<file path="config.mk">
export PLATFORM = sky130hd
export DESIGN_NAME = lmfs_ctrl
export DESIGN_NICKNAME = d
export VERILOG_FILES = /design/src/rtl/core/lmfs_pkg.sv /design/src/rtl/core/lmfs_ctrl.sv
export SDC_FILE = /design/constraint.sdc
export NUM_CORES = 1
export LEC_CHECK = 0
export ABC_AREA = 1
export ABC_CLOCK_PERIOD_IN_PS = 2700
export BUFFER_PORTS_ARGS = -buffer_cell sky130_fd_sc_hd__buf_4
export CAP_MARGIN = 10
export CORE_ASPECT_RATIO = 0.75
export CORE_MARGIN = 5
export CORE_UTILIZATION = 54
export CTS_BUF_LIST = sky130_fd_sc_hd__clkbuf_8
export DETAILED_ROUTE_END_ITERATION = 8
export PLACE_DENSITY_LB_ADDON = 0.05
export SLEW_MARGIN = 10
export SYNTH_ARGS = -nofsm -noshare
export SYNTH_HDL_FRONTEND = slang
export SYNTH_SLANG_ARGS = --single-unit
</file>
<file path="constraint.sdc">
create_clock -name i_clk -period 2.7 [get_ports i_clk]
set_input_delay 0.135 -clock i_clk [delete_from_list [all_inputs] [get_ports i_clk]]
set_output_delay 0.135 -clock i_clk [all_outputs]
set_load 0.05 [all_outputs]
</file>
<file path="src/rtl/core/lmfs_pkg.sv">
// Shared types, codes and helpers for the LED matrix frame store and scanout.
package lmfs_pkg;

    localparam int PANELS_DEF            = 4;
    localparam int COLUMNS_PER_PANEL_DEF = 40;
    localparam int HEIGHT_DEF            = 19;

    localparam int SECTIONS         = 3;
    localparam int ROWS_PER_SECTION = 8;

    localparam logic [1:0] OP_WRITE = 2'd0;
    localparam logic [1:0] OP_READ  = 2'd1;
    localparam logic [1:0] OP_START = 2'd2;
    localparam logic [1:0] OP_TICK  = 2'd3;

    localparam logic [1:0] ST_OK    = 2'd0;
    localparam logic [1:0] ST_RANGE = 2'd1;
    localparam logic [1:0] ST_BUSY  = 2'd2;

    typedef enum logic [3:0] {
        PIN_NONE     = 4'd0,
        PIN_LATCH_LO = 4'd1,
        PIN_LATCH_HI = 4'd2,
        PIN_CLK_HI   = 4'd3,
        PIN_CLK_LO   = 4'd4,
        PIN_CLKEN_LO = 4'd5,
        PIN_CLKEN_HI = 4'd6,
        PIN_COLEN_LO = 4'd7,
        PIN_COLEN_HI = 4'd8,
        PIN_DATA_SEL = 4'd9,
        PIN_DATA_PIX = 4'd10,
        PIN_OE_LO    = 4'd11
    } t_pin_op;

    typedef struct packed {
        logic       ld_in;
        logic       clr_wr;
        logic       mem_wr;
        logic       mem_rd;
        logic       rd_scan;
        logic       commit;
        t_pin_op    pin_op;
        logic       pan_clr;
        logic       pan_inc;
        logic       sec_clr;
        logic       sec_inc;
        logic       col_clr;
        logic       col_inc;
        logic       bit_clr;
        logic       bit_inc;
        logic       busy;
        logic       done;
        logic       rd_res;
        logic [1:0] status;
    } t_cmd;

    typedef struct packed {
        logic clr_last;
        logic in_range;
        logic bit_last;
        logic col_last;
        logic sec_last;
        logic pan_last;
    } t_stat;

    // Row-select byte: section in the low two bits, one panel line pulled low.
    function automatic logic [7:0] sel_byte(input logic [2:0] panel, input logic [1:0] section);
        logic [5:0] pmask;
        pmask = 6'h3F & ~(6'd1 << (3'd5 - panel));
        return {pmask, section};
    endfunction

endpackage

</file>
<file path="src/rtl/core/lmfs_ctrl.sv">
// Controller: item handshake sequencing and the refresh step sequencer.
module lmfs_ctrl (
    input  logic              i_clk,
    input  logic              i_rst_n,
    input  logic              i_in_valid,
    output logic              o_in_ready,
    input  logic [1:0]        i_op,
    output logic              o_out_valid,
    input  logic              i_out_ready,
    input  lmfs_pkg::t_stat   i_stat,
    output lmfs_pkg::t_cmd    o_cmd
);

    typedef enum logic [3:0] {
        S_CLEAR = 4'b0001,
        S_IDLE  = 4'b0010,
        S_EXEC  = 4'b0100,
        S_RESP  = 4'b1000
    } t_state;

    typedef enum logic [14:0] {
        P_IDLE          = 15'b000000000000001,
        P_LATCH_LO_BEG  = 15'b000000000000010,
        P_SEL_CLK_HI    = 15'b000000000000100,
        P_SEL_EN_LO     = 15'b000000000001000,
        P_SEL_DATA      = 15'b000000000010000,
        P_SEL_EN_HI     = 15'b000000000100000,
        P_COL_CLK_LO    = 15'b000000001000000,
        P_COLSEL_LO     = 15'b000000010000000,
        P_PIX_EN_LO     = 15'b000000100000000,
        P_PIX_DATA      = 15'b000001000000000,
        P_PIX_EN_HI     = 15'b000010000000000,
        P_COLSEL_HI     = 15'b000100000000000,
        P_LATCH_HI      = 15'b001000000000000,
        P_LATCH_LO_END  = 15'b010000000000000,
        P_OE_LO         = 15'b100000000000000
    } t_phase;

    t_state     r_state, n_state;
    t_phase     r_phase, n_phase;
    logic [1:0] r_op, n_op;
    logic       r_out_valid, n_out_valid;
    logic       busy;
    logic       out_free;

    assign busy        = (r_phase != P_IDLE);
    assign out_free    = !r_out_valid || i_out_ready;
    assign o_in_ready  = (r_state == S_IDLE);
    assign o_out_valid = r_out_valid;

    always_comb begin
        n_state     = r_state;
        n_phase     = r_phase;
        n_op        = r_op;
        n_out_valid = r_out_valid;
        o_cmd       = '0;
        o_cmd.pin_op = lmfs_pkg::PIN_NONE;

        if (r_out_valid && i_out_ready) begin
            n_out_valid = 1'b0;
        end

        unique case (r_state)
            S_CLEAR: begin
                o_cmd.clr_wr = 1'b1;
                if (i_stat.clr_last) begin
                    n_state = S_IDLE;
                end
            end
            S_IDLE: begin
                o_cmd.ld_in = i_in_valid;
                if (i_in_valid) begin
                    n_op    = i_op;
                    n_state = S_EXEC;
                end
            end
            S_EXEC: begin
                o_cmd.mem_rd  = 1'b1;
                o_cmd.rd_scan = (r_op == lmfs_pkg::OP_TICK);
                o_cmd.mem_wr  = (r_op == lmfs_pkg::OP_WRITE) && !busy && i_stat.in_range;
                n_state       = S_RESP;
            end
            S_RESP: begin
                if (out_free) begin
                    o_cmd.commit = 1'b1;
                    n_out_valid  = 1'b1;
                    n_state      = S_IDLE;
                    unique case (r_op)
                        lmfs_pkg::OP_WRITE: begin
                            if (busy) o_cmd.status = lmfs_pkg::ST_BUSY;
                            else if (!i_stat.in_range) o_cmd.status = lmfs_pkg::ST_RANGE;
                        end
                        lmfs_pkg::OP_READ: begin
                            o_cmd.rd_res = 1'b1;
                            if (!i_stat.in_range) o_cmd.status = lmfs_pkg::ST_RANGE;
                        end
                        lmfs_pkg::OP_START: begin
                            if (busy) o_cmd.status = lmfs_pkg::ST_BUSY;
                            else n_phase = P_LATCH_LO_BEG;
                        end
                        default: begin
                            // tick: one pin step of the refresh sequence, none while idle
                            unique case (r_phase)
                                P_IDLE: ;
                                P_LATCH_LO_BEG: begin
                                    o_cmd.pin_op  = lmfs_pkg::PIN_LATCH_LO;
                                    o_cmd.pan_clr = 1'b1;
                                    o_cmd.sec_clr = 1'b1;
                                    n_phase       = P_SEL_CLK_HI;
                                end
                                P_SEL_CLK_HI: begin
                                    o_cmd.pin_op  = lmfs_pkg::PIN_CLK_HI;
                                    o_cmd.bit_clr = 1'b1;
                                    n_phase       = P_SEL_EN_LO;
                                end
                                P_SEL_EN_LO: begin
                                    o_cmd.pin_op = lmfs_pkg::PIN_CLKEN_LO;
                                    n_phase      = P_SEL_DATA;
                                end
                                P_SEL_DATA: begin
                                    o_cmd.pin_op = lmfs_pkg::PIN_DATA_SEL;
                                    n_phase      = P_SEL_EN_HI;
                                end
                                P_SEL_EN_HI: begin
                                    o_cmd.pin_op = lmfs_pkg::PIN_CLKEN_HI;
                                    if (i_stat.bit_last) begin
                                        n_phase = P_COL_CLK_LO;
                                    end else begin
                                        o_cmd.bit_inc = 1'b1;
                                        n_phase       = P_SEL_EN_LO;
                                    end
                                end
                                P_COL_CLK_LO: begin
                                    o_cmd.pin_op  = lmfs_pkg::PIN_CLK_LO;
                                    o_cmd.col_clr = 1'b1;
                                    n_phase       = P_COLSEL_LO;
                                end
                                P_COLSEL_LO: begin
                                    o_cmd.pin_op  = lmfs_pkg::PIN_COLEN_LO;
                                    o_cmd.bit_clr = 1'b1;
                                    n_phase       = P_PIX_EN_LO;
                                end
                                P_PIX_EN_LO: begin
                                    o_cmd.pin_op = lmfs_pkg::PIN_CLKEN_LO;
                                    n_phase      = P_PIX_DATA;
                                end
                                P_PIX_DATA: begin
                                    o_cmd.pin_op = lmfs_pkg::PIN_DATA_PIX;
                                    n_phase      = P_PIX_EN_HI;
                                end
                                P_PIX_EN_HI: begin
                                    o_cmd.pin_op = lmfs_pkg::PIN_CLKEN_HI;
                                    if (i_stat.bit_last) begin
                                        n_phase = P_COLSEL_HI;
                                    end else begin
                                        o_cmd.bit_inc = 1'b1;
                                        n_phase       = P_PIX_EN_LO;
                                    end
                                end
                                P_COLSEL_HI: begin
                                    o_cmd.pin_op = lmfs_pkg::PIN_COLEN_HI;
                                    priority if (!i_stat.col_last) begin
                                        o_cmd.col_inc = 1'b1;
                                        n_phase       = P_COLSEL_LO;
                                    end else if (!i_stat.sec_last) begin
                                        o_cmd.sec_inc = 1'b1;
                                        n_phase       = P_SEL_CLK_HI;
                                    end else if (!i_stat.pan_last) begin
                                        o_cmd.sec_clr = 1'b1;
                                        o_cmd.pan_inc = 1'b1;
                                        n_phase       = P_SEL_CLK_HI;
                                    end else begin
                                        n_phase = P_LATCH_HI;
                                    end
                                end
                                P_LATCH_HI: begin
                                    o_cmd.pin_op = lmfs_pkg::PIN_LATCH_HI;
                                    n_phase      = P_LATCH_LO_END;
                                end
                                P_LATCH_LO_END: begin
                                    o_cmd.pin_op = lmfs_pkg::PIN_LATCH_LO;
                                    n_phase      = P_OE_LO;
                                end
                                P_OE_LO: begin
                                    o_cmd.pin_op = lmfs_pkg::PIN_OE_LO;
                                    o_cmd.done   = 1'b1;
                                    n_phase      = P_IDLE;
                                end
                                default: n_phase = P_IDLE;
                            endcase
                        end
                    endcase
                    o_cmd.busy = (n_phase != P_IDLE);
                end
            end
            default: n_state = S_IDLE;
        endcase
    end

    always_ff @(posedge i_clk) begin
        if (!i_rst_n) begin
            r_state     <= S_CLEAR;
            r_phase     <= P_IDLE;
            r_out_valid <= 1'b0;
        end else begin
            r_state     <= n_state;
            r_phase     <= n_phase;
            r_out_valid <= n_out_valid;
        end
    end

    always_ff @(posedge i_clk) begin
        r_op <= n_op;
    end

endmodule

</file>
# Word level (Yosys, flattened, before mapping)
# Index checks and enable logic that the tools add are counted.
# Widths: inputs -> output; s select.
op_classes:
  n_eq_ne: 27
  n_reduce_logical: 16
  n_mux: 45
ops:
  columns: ["op", "n"]
  rows:
  - ["$pmux 15 s14", 1]
  - ["$mux 15", 5]
  - ["$pmux 4 s11", 1]
  - ["$mux 18", 2]
  - ["$ne 15x1->1 const B", 2]
  - ["$pmux 15 s2", 1]
  - ["$mux 12", 2]
  - ["$mux 1", 19]
  - ["$pmux 4 s4", 1]
  - ["$eq 15x1->1 const B", 1]
  - ["$eq 15x10->1 const B", 1]
  - ["$eq 15x11->1 const B", 1]
  - ["$eq 15x12->1 const B", 1]
  - ["$eq 15x13->1 const B", 1]
  - ["$eq 15x14->1 const B", 1]
  - ["$eq 15x15->1 const B", 1]
  - ["$eq 15x2->1 const B", 1]
  - ["$eq 15x3->1 const B", 1]
  - ["$eq 15x4->1 const B", 1]
  - ["$eq 15x5->1 const B", 1]
  - ["$eq 15x6->1 const B", 1]
  - ["$eq 15x7->1 const B", 1]
  - ["$eq 15x8->1 const B", 1]
  - ["$eq 15x9->1 const B", 1]
  - ["other kinds (22)", 39]
word_totals:
  inputBits: 12
  register_bits: 22
  wordCells: 92

# Logic depth before layout (Yosys ltp)
# Gate-level depths: netlist of run 1.
logic_depth:
  word_depth: 10
  mapped_depth: 12
  mapped_depth_nobuf: 12

# Worst setup path after synthesis of run 1
# OpenSTA, ideal clock, no wires.
synth_path:
  kind: "reg2out"
  start: "register r_out_valid (netlist: o_out_valid)"
  end: "output o_cmd[0] (netlist bit)"
  setup_slack_ns: -0.791
  path_stages_with_launch: 7
  arrival_time_ns: 3.356
  path_cell_list: "dfxtp_1 inv_1 nor2_1 inv_1 nand2_1 clkbuf_1 a2111oi_0"
synth_rtl:
  columns: ["item", "line_no", "text"]
  rows:
  - ["start: declaration", "lmfs_ctrl.sv:42", "logic r_out_valid, n_out_valid;"]
  - ["start signal: assignment", "lmfs_ctrl.sv:208", "r_out_valid <= n_out_valid;"]
  - ["end: declaration", "lmfs_ctrl.sv:11", "output lmfs_pkg::t_cmd o_cmd"]

==> metrics.md, run 1 <==
| Metric | Value |
|---|---|
| Status | `finished clean` |
| Post-Synthesis Cells | `283` |
| Synth warnings | `0` |
| #FFs+latches synth | `22` |
| Post-detail-place hpwl | `roughly 3900 um` |
| Initial antenna violation count | `0` |
| Crit path kind | `flip-flop to output port` |
| Ys async rst share | `0%` |
| Hold endpoint | `r_op[1]$_DFFE_PP_` |
| Cell taking the most area after synthesis | `dfxtp_1` |
| Clock share of power | `between 40 and 50%` |
| Die X-Extent | `76 um` |
| EDFF count, synth | `2` |
| WHS | `about 0.038 ns` |
| Reg2reg setup slack | `0.91 ns` |
| Fin crit period | `2.32 ns` |
| Nets | `332` |
| Final Cycle Share | `85.9%` |
| Routed WL | `between 4000 and 5000 um` |
| Total track usage | `~22%` |
| Mapped Avg Cell Area | `6.23 um2` |
| Maximum clock frequency | `~430 MHz` |
| Vias in the first global route | `1,678` |
| Share of cells above drive strength 1 | `23.2%` |
| Reg clk slew, reported paths | `0.08 ns` |
| Die Y | `59.5 um` |
| Hold Path Cell Cnt | `1` |
| Setup Buffers After CTS | `0` |
| Total of max-cap violations | `0` |
| Slew Limit Fails | `0` |
| Most frequent cells after synthesis | `nand2_1 (56), nor2_1 (44), inv_1 (43)` |
| DR WL/cell | `13.7 um` |
| Sequential Power Share | `46.4%` |
| Row count | `18` |
| # resized after CTS | `0` |
| Pwr Total | `approximately 0.73 mW` |
| Sw frac | `23.2%` |
| Iter 0 DRT Violations | `236` |
| Most numerous cell in the Yosys netlist | `nand2_1` |
| Area added between synthesis and finish | `21.8%` |
| Startpoint types | `flip-flop` |
| Unrepaired setup endpoints after global routing | `false` |
| H-tree level count | `1` |
| Placed inst area | `0.00208 mm2` |
| Initial DRT Pass Iterations | `5` |
| Num CTS Buffers | `3` |
| Logic pwr share | `10.9%` |
| Count of final hold-check violations | `0` |
| Worst slew pin tran | `0.506 ns` |
| Crit. End Element | `output port` |
| GPL Wtd Cong | `0.930` |
| P_sw | `0.169 mW` |
| Relative slew slack | `66.2%` |
| FF-to-FF End | `r_phase[4]$_SDFFE_PN0P_` |
| Critical Path AT | `2.18 ns` |
| Crit. Startpoint | `r_phase[6]$_SDFFE_PN0P_` |
| Largest cells by area after synthesis | `dfxtp_1 (23%), nand2_1 (12%), nor2_1 (9.4%), inv_1 (9.1%), a21oi_1 (5.1%)` |
| WP data required | `2.57 ns` |
| Final worst slack | `0.380 ns` |
| FF-to-FF Start | `r_state[0]$_SDFFE_PN1P_` |
| Clk_lat worst skew | `about 0.27 ns` |
| Synthesized cell area | `around 0.0018 mm2` |
| CTS Sinks | `22` |
| Worst slack, placed | `about 0.75 ns` |
| Top-area cell type share of the netlist area | `between 20% and 30%` |
| Remaining global-route overflow | `0` |
| Pwr per Cell Area | `340 mW/mm2` |
| Port Buffer Count | `36` |
| Hold Crit Class | `input port to flip-flop` |
| Initial Util | `54.8%` |
| Die area | `0.00452 mm2` |
| Setup-failing EPs final | `0` |
| Crit Path Max Fanout | `10` |
| Worst Skew | `0.00496 ns` |
| Main synth FF type | `dfxtp_1` |
| Hold Crit Start | `i_op[1]` |
| CTS tree | `built` |
| Largest net degree at the start of global routing | `22` |
| Seq/Total Area, Yosys | `a little over a quarter` |
| Unique masters post-synth | `36` |
| Final Instance Area | `0.00215 mm2` |
| Worst vdd ir | `0.375 mV` |
| Net count after synthesis | `295` |
| Post-route ant nets | `0` |
| Vias per Instance | `5.46` |
| # diodes | `0` |
| Internal power | `0.560 mW` |
| First-pass GRT wire length | `between 8000 and 9000 um` |
| Placed Instances | `355` |
| Leakage | `1.05 nW` |
| Clock Tree Root | `clkbuf_8` |
| CTS Hold Bufs | `0` |
| Core ar. | `0.00322 mm2` |
| Final instance count without filler cells | `359` |
| # IOs | `37` |
| CTS Buffer Depth | `2` |
| R2R cell count | `9` |
| Vias | `1,959` |
| Drt drc | `0` |
-- cell type report --
type | count | area (um2)
multi-input cells | 209 | 1110
fillers | 302 | 1070
flip-flops and latches | 22 | 460
repair buffers | 38 | 285
inverters | 46 | 174
well taps | 40 | 50.0
clock buffers | 3 | 41.3
clock inverters | 1 | 30.0
-- registers in the layout (all words and copies together) (netlist names) --
name / cells
o_out_valid: 1
r_op: 2
r_phase: 15
r_state: 4
-- per-layer routing --
metal	up-vias	global-route usage, %	wire length (um)	part of all wire [%]
met4	0	4.06	61	1.2
met5	-	0	0	0
met1	880	34.4	2470	50
li1	987	-	-	-
met3	10	4.41	381	7.8
met2	82	32.1	1990	41
-- per-stage QoR --
step	TNS (ns)	utilization [%]
floorplan	-0.115	-
global placement	0	64.5
detailed placement	0	64.5
CTS	0	66.7
global route	0	66.7
finish	0	66.7
-- cells in the final DEF (no fill, tap or decap), types with 2 or more instances in the layout --
cell       n
nand2_4    7
nor3_1    10
clkbuf_8   3
a22oi_1    2
nor2_8     2
o21ai_0   11
nand2_2    5
nand2_1   56
inv_1     43
edfxtp_1   2
nand3_2    2
o22ai_1    3
nor2_4     3
nor2_2     8
o21ai_1    7
o211ai_1   4
nand4_1    5
dfxtp_1   20
o21bai_1   3
nand3_1    9
buf_4     38
nor2_1    44
a21oi_1   18
-- cells by family (layout without fill, tap and decap cells) --
family	after synthesis	in the layout	synth area share, %
AND/OR/NAND/NOR	156	156	45.0
AO/OA/AOI/OAI	53	53	17.4
buffers and inverters	52	88	11.5
flip-flops	22	22	26.1
-- critical path, cell delays in order (launching register included) --
cell and delay, ns:
dfxtp_1 0.36, nor2_2 0.22, nand2_4 0.12, nor2_8 0.24, nand2_2 0.15, nand2_1 0.10
nor2_1 0.04, nand2_1 0.07, o21ai_1 0.08, nand4_1 0.09, nor2_1 0.05, a21oi_1 0.16
buf_4 0.23
-- power groups by stage --
stage / clock network [mW] / logic, mW / registers (mW)
after CTS: 0.318 / 0.0792 / 0.338
after detailed placement: 0 / 0.0789 / 0.346
after global placement: 0 / 0.0782 / 0.346
after floorplan: 0 / 0.0481 / 0.345
final: 0.312 / 0.0796 / 0.338
after global routing: 0.338 / 0.0866 / 0.339
-- worst max-delay path by stage --
| stage | end | slack, ns | cells after the start |
|---|---|---|---|
| after floorplan | o_cmd[0] | -0.11 | 6 |
| after global placement | o_cmd[16] | 0.69 | 10 |
| after detailed placement | o_cmd[4] | 0.75 | 12 |
| after CTS | o_cmd[4] | 0.43 | 12 |
| after global routing | o_cmd[16] | 0.22 | 10 |
| final | o_cmd[4] | 0.38 | 12 |
Power figures use the tool's default switching activity.
==> inputs of run 2 (changes only) <==
Settings changed: PLACE_DENSITY set to 0.79, PLACE_DENSITY_LB_ADDON 0.05 to not set.
==> metrics.md, run 2 (synthesis gave the netlist of run 1 again) <==
| Metric | Value |
|---|---|
| FILL cells | `307 (+1.7%)` |
| Largest net degree at the start of global routing | `22 (unchanged)` |
| Setup Buffers After CTS | `0 (unchanged)` |
| Vias | `1,978 (+0.97%)` |
| Clock Tree Root | `clkbuf_8` |
| # IOs | `37 (unchanged)` |
| Fin crit period | `2.50 ns (+0.176 ns)` |
| Critical Path AT | `2.36 ns (+0.18 ns)` |
| Crit. Startpoint | `r_op[1]$_DFFE_PP_` |
| Final worst slack | `0.205 ns (-0.176 ns)` |
| FF-to-FF End | `r_phase[7]$_SDFFE_PN0P_` |
| # resized after CTS | `0 (unchanged)` |
| Final instance count without filler cells | `358 (-0.28%)` |
| CTS Hold Bufs | `0 (unchanged)` |
| Worst slew pin tran | `0.447 ns (-0.0590 ns)` |
| Initial Util | `54.8% (unchanged)` |
| Initial antenna violation count | `0 (unchanged)` |
| Final Instance Area | `0.00214 mm2 (-0.35%)` |
| Core ar. | `0.00322 mm2 (unchanged)` |
| Crit Path Max Fanout | `11 (+1)` |
| Setup crit end | `o_cmd[4]` |
| Final Cycle Share | `92.4% (+6.5 points)` |
| WP data required | `2.57 ns (about the same)` |
| Remaining global-route overflow | `0 (unchanged)` |
| Worst slack, placed | `0.565 ns (-0.183 ns)` |
| Crit path kind | `flip-flop to output port` |
| Total of max-cap violations | `0 (unchanged)` |
| Post-route ant nets | `0 (unchanged)` |
| Vias in the first global route | `1,733 (+3.3%)` |
| Commonest non-fill, non-tap cell in the layout | `nand2_1` |
| Nets | `331 (-0.30%)` |
| Reg2reg setup slack | `0.85 ns (-0.06 ns)` |
| GPL Wtd Cong | `0.956 (+2.7%)` |
| CP max stage cell | `edfxtp_1` |
| Largest regs | `r_phase (15), r_state (4), r_op (2)` |
| Total track usage | `21.3% (-1.0 points)` |
| Clk_lat worst skew | `0.27 ns (about the same)` |
| Die Y | `59.5 um (unchanged)` |
| Iter 0 DRT Violations | `148 (-37%)` |
| CTS Buffer Depth | `2 (unchanged)` |
| DR WL/cell | `13.4 um (-2.2%)` |
| R2R cell count | `6 (-3)` |
| Port Buffer Count | `36 (unchanged)` |
| Worst vdd ir | `0.278 mV (-26%)` |
| Hold Crit Class | `input port to flip-flop` |
| Area added between synthesis and finish | `21.3%` |
| Drt drc | `0 (unchanged)` |
| H-tree level count | `1 (unchanged)` |
| Worst path cell trace | `nand2_1 -> clkinv_1 -> o22ai_1 -> nor2_1 -> nand4_1 -> nor2_1 -> a21oi_1 -> buf_4` |
| Maximum clock frequency | `401 MHz (-7.0%)` |
| Setup-failing EPs final | `0 (unchanged)` |
| CP max stage delay | `0.51 ns (+0.15 ns)` |
| Die X-Extent | `76 um (unchanged)` |
| Row count | `18 (unchanged)` |
| Status | `finished clean` |
| Unrepaired setup endpoints after global routing | `false` |
| Count of final hold-check violations | `0 (unchanged)` |
| Pwr per Cell Area | `339 mW/mm2 (-0.17%)` |
| Fin util | `66.5% (-0.23 points)` |
| WHS | `0.0344 ns (-0.00351 ns)` |
| Pwr Total | `0.726 mW (-0.52%)` |
| Reg clk slew, reported paths | `0.08 ns (about the same)` |
| Slew Limit Fails | `0 (unchanged)` |
| CP most frequent cell | `nor2_1` |
| Die area | `0.00452 mm2 (unchanged)` |
| Startpoint types | `flip-flop` |
| Vias per Instance | `5.53 (+1.3%)` |
| Share of cells above drive strength 1 | `23.0% (-0.24 points)` |
| Post-detail-place hpwl | `3810 um (-1.7%)` |
| Crit. End Element | `output port` |
| Reg with most FFs | `r_phase` |
| Most frequent cells in the layout | `nand2_1 (56), nor2_1 (44), inv_1 (43), buf_4 (37), dfxtp_1 (20)` |
| Num CTS Buffers | `3 (unchanged)` |
| Placed Instances | `354 (-0.28%)` |
| Initial DRT Pass Iterations | `5 (unchanged)` |
| Leakage | `1.05 nW (-0.42%)` |
| CTS Sinks | `22 (unchanged)` |
| Worst Skew | `0.00751 ns (+0.00255 ns)` |
| Fin Setup TNS | `0 ns (unchanged)` |
| # diodes | `0 (unchanged)` |
| FF-to-FF Start | `r_op[1]$_DFFE_PP_` |
| Max reg flops | `15 (unchanged)` |
| First-pass GRT wire length | `7870 um (-4.8%)` |
| Placed inst area | `0.00207 mm2 (-0.36%)` |
| CTS tree | `built` |
| Routed WL | `4790 um (-2.4%)` |
| Relative slew slack | `70.2% (+3.9 points)` |
[run 2: report_power, final]
group	internal [mW]	total [mW]	switching (mW)
clock	0.198	0.310	0.112
sequential	0.334	0.338	0.00407
combinational	0.0273	0.0771	0.0498
total	0.560	0.726	0.166
[run 2: worst min path at each step]
| stage | from | to | slack, ns | depth (start not counted) |
|---|---|---|---|---|
| 6_report | i_op[1] | r_op[1]$_DFFE_PP_ | 0.03 | 1 |
| 3_5_place_dp | i_op[1] | r_op[1]$_DFFE_PP_ | 0.31 | 1 |
| 4_1_cts | i_op[1] | r_op[1]$_DFFE_PP_ | 0.03 | 1 |
| 5_1_grt | i_op[1] | r_op[1]$_DFFE_PP_ | 0.03 | 1 |
| 2_1_floorplan | i_rst_n | r_state[0]$_SDFFE_PN1P_ | 0.20 | 1 |
| 3_3_place_gp | i_op[0] | r_op[0]$_DFFE_PP_ | 0.31 | 1 |
[run 2: critical path: cells and delay by family, from the launching register on]
| kind | cells | cell delay [ns] |
|---|---|---|
| AND/OR/NAND/NOR | 4 | 0.58 |
| buffers and inverters | 2 | 0.55 |
| flip-flops | 1 | 0.51 |
| AO/OA/AOI/OAI | 2 | 0.44 |
[run 2: final cells by class]
class | count | area, um2 | share of cell area [%]
Multi-Input combinational cell | 209 | 1110 | 51.7
Sequential cell | 22 | 460 | 21.5
Timing Repair Buffer | 37 | 278 | 13.0
Inverter | 46 | 174 | 8.12
Tap cell | 40 | 50.0 | 2.34
Clock buffer | 3 | 41.3 | 1.93
Clock inverter | 1 | 30.0 | 1.40
[run 2: layer usage]
metal  up-vias  wire, um  track usage (%)
met2        99      2060             32.8
met5         -         0                0
met3         5       415             4.26
met1       891      2270             29.9
met4         0        50             7.36
li1        983         -                -
==> inputs of run 3 (changes only) <==
Settings changed: CORE_ASPECT_RATIO 0.75 to not set.
==> metrics.md, run 3 (synthesis gave the netlist of run 1 again) <==
| Metric | Value |
|---|---|
| Vias in the first global route | `1,784 (+2.9%)` |
| Largest regs | `r_phase (15), r_state (4), r_op (2)` |
| Relative slew slack | `68.1% (-2.1 points)` |
| # IOs | `37 (unchanged)` |
| Crit path max-delay family | `simple AND/OR/NAND/NOR gates` |
| Clock Tree Root | `clkbuf_8` |
| Crit path kind | `flip-flop to output port` |
| Vias | `1,971 (-0.35%)` |
| Pwr per Cell Area | `295 mW/mm2 (-13%)` |
| CP max stage cell | `dfxtp_1` |
| Unrepaired setup endpoints after global routing | `false` |
| Routed WL | `4770 um (-0.44%)` |
| Clk_lat worst skew | `0.26 ns (about the same)` |
| Nets | `332 (+0.30%)` |
| Critical Path AT | `2.19 ns (-0.17 ns)` |
| Crit. End Element | `output port` |
| Internal power | `0.464 mW (-17%)` |
| Reg with most FFs | `r_phase` |
| CP max stage delay | `0.36 ns (-0.15 ns)` |
| Commonest non-fill, non-tap cell in the layout | `nand2_1` |
| DR WL/cell | `13.1 um (-1.8%)` |
| Die area | `0.00451 mm2 (-0.27%)` |
| FF-to-FF End | `r_phase[9]$_SDFFE_PN0P_` |
| Post-detail-place hpwl | `3660 um (-3.8%)` |
| Hold Crit Class | `input port to flip-flop` |
| Initial Util | `56.9% (+2.1 points)` |
| FF-to-FF Start | `r_state[0]$_SDFFE_PN1P_` |
| Num CTS Buffers | `3 (unchanged)` |
| GPL Wtd Cong | `0.987 (+3.3%)` |
| Most frequent cells in the layout | `nand2_1 (56), nor2_1 (44), inv_1 (43), buf_4 (38), dfxtp_1 (20)` |
| Leakage | `1.04 nW (-0.77%)` |
| Port Buffer Count | `36 (unchanged)` |
| R2R cell count | `9 (+3)` |
| Initial antenna violation count | `0 (unchanged)` |
| Die Y | `67.2 um (+13%)` |
| Drt drc | `0 (unchanged)` |
| Largest net degree at the start of global routing | `22 (unchanged)` |
| CTS tree | `built` |
| Sequential Power Share | `53.9% (+7.3 points)` |
| First-pass GRT wire length | `8050 um (+2.2%)` |
| CTS Sinks | `22 (unchanged)` |
| Hold Crit Start | `i_op[1]` |
| Startpoint types | `flip-flop` |
| Worst Skew | `0.00511 ns (-0.00241 ns)` |
| # diodes | `0 (unchanged)` |
| Count of final hold-check violations | `0 (unchanged)` |
| Hold Path Cell Cnt | `1 (unchanged)` |
| Crit path buffers/inverters | `1 (-1)` |
| Worst slew pin tran | `0.478 ns (+0.0311 ns)` |
| Total of max-cap violations | `0 (unchanged)` |
| CTS Hold Bufs | `0 (unchanged)` |
| Post-route ant nets | `0 (unchanged)` |
| CP most frequent cell | `nand2_4` |
| Vias per Instance | `5.43 (-1.7%)` |
| P_sw | `0.164 mW (-1.3%)` |
| Hold endpoint | `r_op[1]$_DFFE_PP_` |
| Slew Limit Fails | `0 (unchanged)` |
| Clock share of power | `33.5% (-9.3 points)` |
| Share of cells above drive strength 1 | `22.9% (-0.072 points)` |
| Initial DRT Pass Iterations | `5 (unchanged)` |
| Logic pwr share | `12.6% (+2.0 points)` |
| Final Cycle Share | `86.0% (-6.4 points)` |
| Max reg flops | `15 (unchanged)` |
| Iter 0 DRT Violations | `205 (+39%)` |
| Die X-Extent | `67.2 um (-12%)` |
| Sw frac | `26.1% (+3.2 points)` |
| Setup Buffers After CTS | `0 (unchanged)` |
| Status | `finished clean` |
| Fin util | `68.5% (+2.1 points)` |
| Worst path cell trace | `nor2_2 -> nand2_4 -> nor2_4 -> nand2_4 -> nand2_4 -> nand2_4 -> nand2_1 -> o21ai_1 -> nor2_1 -> nand3_1 -> nor2_1 -> a21oi_1 -> buf_4` |
| Total track usage | `23.2% (+1.9 points)` |
| Reg clk slew, reported paths | `0.08 ns (about the same)` |
| CTS Buffer Depth | `2 (unchanged)` |
| Setup-failing EPs final | `0 (unchanged)` |
| Fin crit period | `2.32 ns (-0.173 ns)` |
| Final worst slack | `0.378 ns (+0.173 ns)` |
| Row count | `20 (+2)` |
| Core ar. | `0.00310 mm2 (-3.7%)` |
| Worst vdd ir | `0.193 mV (-31%)` |
| H-tree level count | `1 (unchanged)` |
| Reg2reg setup slack | `0.87 ns (+0.02 ns)` |
| WP data required | `2.57 ns (about the same)` |
| Worst slack, placed | `0.765 ns (+0.201 ns)` |
| Crit Path Max Fanout | `8 (-3)` |
| Remaining global-route overflow | `0 (unchanged)` |
| Maximum clock frequency | `431 MHz (+7.4%)` |
| Area added between synthesis and finish | `20.6%` |
| # resized after CTS | `0 (unchanged)` |
run 3: final cells by class:
type                       count  area [um2]
multi-input combinational    209        1110
clock buffer                   3        41.3
timing repair buffer          38         285
tap                           44        55.1
inverter                      46         174
clock inverter                 1        3.75
fill                         309         976
sequential                    22         460
run 3: metrics by stage:
step	total power [mW]	std cells	hold slack [ns]	setup TNS, ns	instance area, um2
floorplan	0.393	283	0.204	-0.115	1770
global placement	0.423	359	0.313	0	2080
detailed placement	0.425	359	0.315	0	2080
CTS	0.634	363	0.0382	0	2130
global route	0.657	363	0.0320	0	2130
finish	0.627	363	0.0399	0	2130
run 3: worst max-delay path by stage:
| stage | start | end | slack (ns) | cells past startpoint |
|---|---|---|---|---|
| after global placement | r_phase[4]$_SDFFE_PN0P_ | o_cmd[4] | 0.77 | 10 |
| after CTS | r_phase[4]$_SDFFE_PN0P_ | o_cmd[4] | 0.40 | 13 |
| after detailed placement | r_phase[4]$_SDFFE_PN0P_ | o_cmd[4] | 0.77 | 12 |
| after global routing | r_phase[4]$_SDFFE_PN0P_ | o_cmd[4] | 0.23 | 10 |
| final | r_phase[4]$_SDFFE_PN0P_ | o_cmd[4] | 0.38 | 13 |
| after floorplan | o_out_valid$_SDFF_PN0_ | o_cmd[0] | -0.11 | 6 |
run 3: layer usage:
metal	wire (um)	vias up	track usage (%)
li1	-	982	-
met1	1980	866	31.0
met2	2230	112	39.5
met3	473	11	3.00
met4	79	0	5.32
met5	0	-	0
run 3: power groups by stage:
stage               Sequential, mW  Clock, mW  Combinational [mW]
global placement             0.346          0              0.0776
finish                       0.338      0.210              0.0788
CTS                          0.338      0.217              0.0787
detailed placement           0.346          0              0.0786
floorplan                    0.345          0              0.0481
global route                 0.339      0.232              0.0858
